[config.mk]
export PLATFORM = sky130hd
export DESIGN_NAME = rtq_ram
export DESIGN_NICKNAME = d
export VERILOG_FILES = /design/src/design/rtq_ram.sv
export SDC_FILE = /design/constraint.sdc
export NUM_CORES = 1
export LEC_CHECK = 0
export ABC_CLOCK_PERIOD_IN_PS = 3700
export BUFFER_PORTS_ARGS = -buffer_cell sky130_fd_sc_hd__buf_2
export CORE_MARGIN = 1.5
export CORE_UTILIZATION = 55
export CTS_CLUSTER_SIZE = 12
export DETAILED_ROUTE_END_ITERATION = 6
export GPL_TIMING_DRIVEN = 0
export MAX_ROUTING_LAYER = met4
export PLACE_DENSITY_LB_ADDON = 0.25
export SKIP_LAST_GASP = 1
export SLEW_MARGIN = 20
export SYNTH_ARGS = -nofsm -noshare
export SYNTH_HDL_FRONTEND = slang
export SYNTH_SLANG_ARGS = --single-unit
[constraint.sdc]
create_clock -name clk -period 3.7 [get_ports clk]
set_input_delay 0.185 -clock clk [delete_from_list [all_inputs] [get_ports clk]]
set_output_delay 0.185 -clock clk [all_outputs]
set_load 0.05 [all_outputs]
[src/design/rtq_ram.sv]
// rtq_ram: generic single write, single read port ram with registered read
// no dependencies
module rtq_ram #(
  parameter int WIDTH = 8,
  parameter int DEPTH = 32
) (
  input  logic                     clk,
  input  logic                     we,
  input  logic [$clog2(DEPTH)-1:0] waddr,
  input  logic [WIDTH-1:0]         wdata,
  input  logic [$clog2(DEPTH)-1:0] raddr,
  output logic [WIDTH-1:0]         rdata
);

  logic [WIDTH-1:0] mem [DEPTH];

  always_ff @(posedge clk) begin
    if (we) begin
      mem[waddr] <= wdata;
    end
    rdata <= mem[raddr];
  end

endmodule

# Yosys cells after proc, flatten, opt, wreduce, memory -nomap -nowiden
# Memories as Yosys holds them, arrays and structs flattened. A register that Yosys moved wholly into a read port is not among the register bits.
# Index checks and enable logic that the tools add are counted.
[word_totals]
out_inout_bits = 8
word_cells = 3
mem_bits_rw = 256
reg_bits = 0
mem_count = 1
[memory_table]
columns = ["memory", "words", "width", "read_ports", "rd_ports_with_merged_regs", "wr", "line", "source"]
rows = [
  ["mem", 32, 8, 1, 1, 1, "15", "logic [WIDTH-1:0] mem [DEPTH];"],
]
[op_classes]
mux = 2
[op_table]
columns = ["op", "count"]
rows = [
  ["$mux W1", 2],
]

# Longest topological paths before layout
[depth]
word_depth = 2
mapped_depth = 5
ltp_nobuf = 3

# Worst setup path after synthesis
# Ideal clock, no wire load.
[synth_path]
path_kind = "input to register"
startpoint = "in raddr[2]"
endpoint = "reg rdata[0], read port of mem"
setup_slack_ns = 1.713
stages = 5
arrival_time_ns = 1.867
n_path_buf = 2
required_time_ns = 3.579
cell_sequence = "clkbuf_1 -> clkbuf_1 -> mux4_2 -> mux4_2 -> mux2_2"
[synth_lines]
columns = ["element", "line", "source"]
rows = [
  ["start: declaration", "11", "input logic [$clog2(DEPTH)-1:0] raddr,"],
  ["end: declaration", "12", "output logic [WIDTH-1:0] rdata"],
]

==> run metrics <==
outcome=completed; Placed Cells=about 670; Critical Path End Type=flip-flop; Die Width=138 µm; vias=4,429; # diodes=0; max frequency=0.455 GHz; Hold Fails Final Rpt=0; Port Buffers=22; Avg Cell Area, Syn=24.1 µm²; Overflow after GRT=0; pin count of the biggest net entering global routing=33; initial antenna violation count=0; vias in the first global route=between 4,000 and 5,000; MaxCap Viol Count=0; Syn-to-layout area delta=11.3%; DR DRC count=0; clock skew=0.00890 ns; Slew HR=0.419; die area=19,100 µm²; Final HPWL DP=12.3 mm; CP max FO=10; H-tree levels=1; core footprint=approximately 18,000 µm²; first-pass GRT wire length=~29 mm; Clock Latency Late Sink=0.52 ns; GPL Wtd Cong=0.764; wire length per cell=27.0 µm; antenna-violating nets left=0; # hold bufs at CTS=0; clock slew at reported path FFs=0.06 ns; chip height=138 µm; Pwr Density=539 nW/µm²; Leak Pwr=3.46 nW; Final period util=0.594; Vias/cell=between 6 and 7; Initial Util=0.560; Bufs on Longest Clock Path=3; Synth top area share=0.765; Worst Hold Class=in -> reg; IO Pins=28; CTS tree=done; Area contributors post-synth=edfxtp_1 76%, mux4_2 18%, dfxtp_1 1.6%, nor2_1 1.2%, mux2_2 0.90%; GRT Resource Usage Total=0.213; setup_tns=0 ns; post-CTS setup buffers=0; Synth Warn #=0; fin crit period=2.20 ns; Setup Viol. Count Final=0; Resized Gates After CTS=0; WP data arrival=2.60 ns; Root Driver=clkbuf_16; peak supply drop=~0.00044 V; Final Max Slew Viols=0; nets=between 400 and 500; Slew @ Worst Pin=0.868 ns; Top FF cell, synth=edfxtp_1; Core Util, Final=0.623; class of the most critical setup path=in -> reg; Critical Path Source Type=input pin; # rows=49; ys async rst share=0; clock sinks=264; layout cells sized above 1=0.306; RSZ-0062 raised after global routing=no; Syn Inst Count=417; register bit count reported by yosys=264; synth cell count leaders=256 x edfxtp_1, 80 x mux4_2, 33 x nor2_1; Critical Path RT=4.10 ns; Netlist cell types=15; most numerous cell in the Yosys netlist=edfxtp_1; Cell Area, Synth=around 10,000 µm²; CTS Buf Count=27; Starting DRT DRC Count=434; Final Instance Count excl. Fillers=slightly above 700; WL final=19.2 mm; Seq/Total Area, Yosys=0.781; Synthesized Nets=about 440; area leader, netlist=edfxtp_1; EDFF count, synth=256; TritonRoute pass-1 iters=4
==> registers in the layout (all words and copies together) (netlist names) <==
| register | flops |
|---|---|
| mem | 256 |
| rdata | 8 |
==> worst max-delay path: stages <==
cell and delay (ns):
clkbuf_1 0.47, buf_1 0.65, mux4_2 0.47, mux4_2 0.52
mux2_2 0.29
==> metal layers <==
metal	part of all wire	global-route usage	vias to the layer above
met2	0.47	0.314	181
met4	0.024	0.0604	0
met3	0.072	0.0242	35
met1	0.44	0.326	2334
li1	-	-	1879
met5	0	-	-
==> stage by stage <==
step           total power, mW  instance area [µm²]  hold slack, ns  worst slack, ns
3_3_place_gp              3.74                10500           0.655            0.892
5_1_grt                   6.20                11200           0.222             1.40
2_1_floorplan             3.62                10100           0.284             1.71
3_5_place_dp              3.75                10500           0.656            0.922
6_report                  6.03                11200           0.194             1.50
4_1_cts                   6.07                11200           0.183             1.46
==> final timing paths <==
kind | from | endpoint | slack (ns) | cells past startpoint
max | raddr[2] | rdata[7]$_DFF_P_ | 1.50 | 5
min | wdata[5] | mem[15][5]$_DFFE_PP_ | 0.19 | 1
max reg2reg | mem[15][7]$_DFFE_PP_ | rdata[7]$_DFF_P_ | 1.87 | 3
min reg2reg | mem[6][3]$_DFFE_PP_ | rdata[3]$_DFF_P_ | 0.90 | 3
==> cell type report <==
cell class                      instances  area (µm²)
Clock buffer                           39         721
Timing Repair Buffer                   22         110
Buffer                                 20         106
Clock inverter                          6        22.5
Tap cell                              229         287
Sequential cell                       264        7850
Multi-Input combinational cell        133        2100
Fill cell                            1213        6770
==> cell usage in the layout, fill, tap and decap left out, types with 2 or more instances in the layout <==
cell / synthesis / routed
mux4_2: 80 / 80
dfxtp_1: 8 / 8
buf_2: 1 / 23
clkbuf_1: 6 / 18
buf_4: 6 / 6
nor2_1: 33 / 33
nand3_1: 2 / 2
nand3b_1: 5 / 5
clkinv_1: 0 / 6
buf_1: 6 / 6
mux2_2: 8 / 8
clkbuf_16: 0 / 27
or3b_2: 3 / 3
edfxtp_1: 256 / 256
==> report_power, final <==
part | internal [mW] | leakage (nW) | switching [mW]
Clock | 1.33 | 0.356 | 1.02
Sequential | 3.33 | 2.37 | 0.0100
Combinational | 0.136 | 0.733 | 0.216
==> cell families (layout without fill, tap and decap cells) <==
group,Yosys count,in the layout,share of synthesized area
DFF,264,264,0.781
muxes,88,88,0.188
and+or+nand+nor,45,45,0.0207
buffers and inverters,20,87,0.0106
Power figures use the tool's default switching activity.
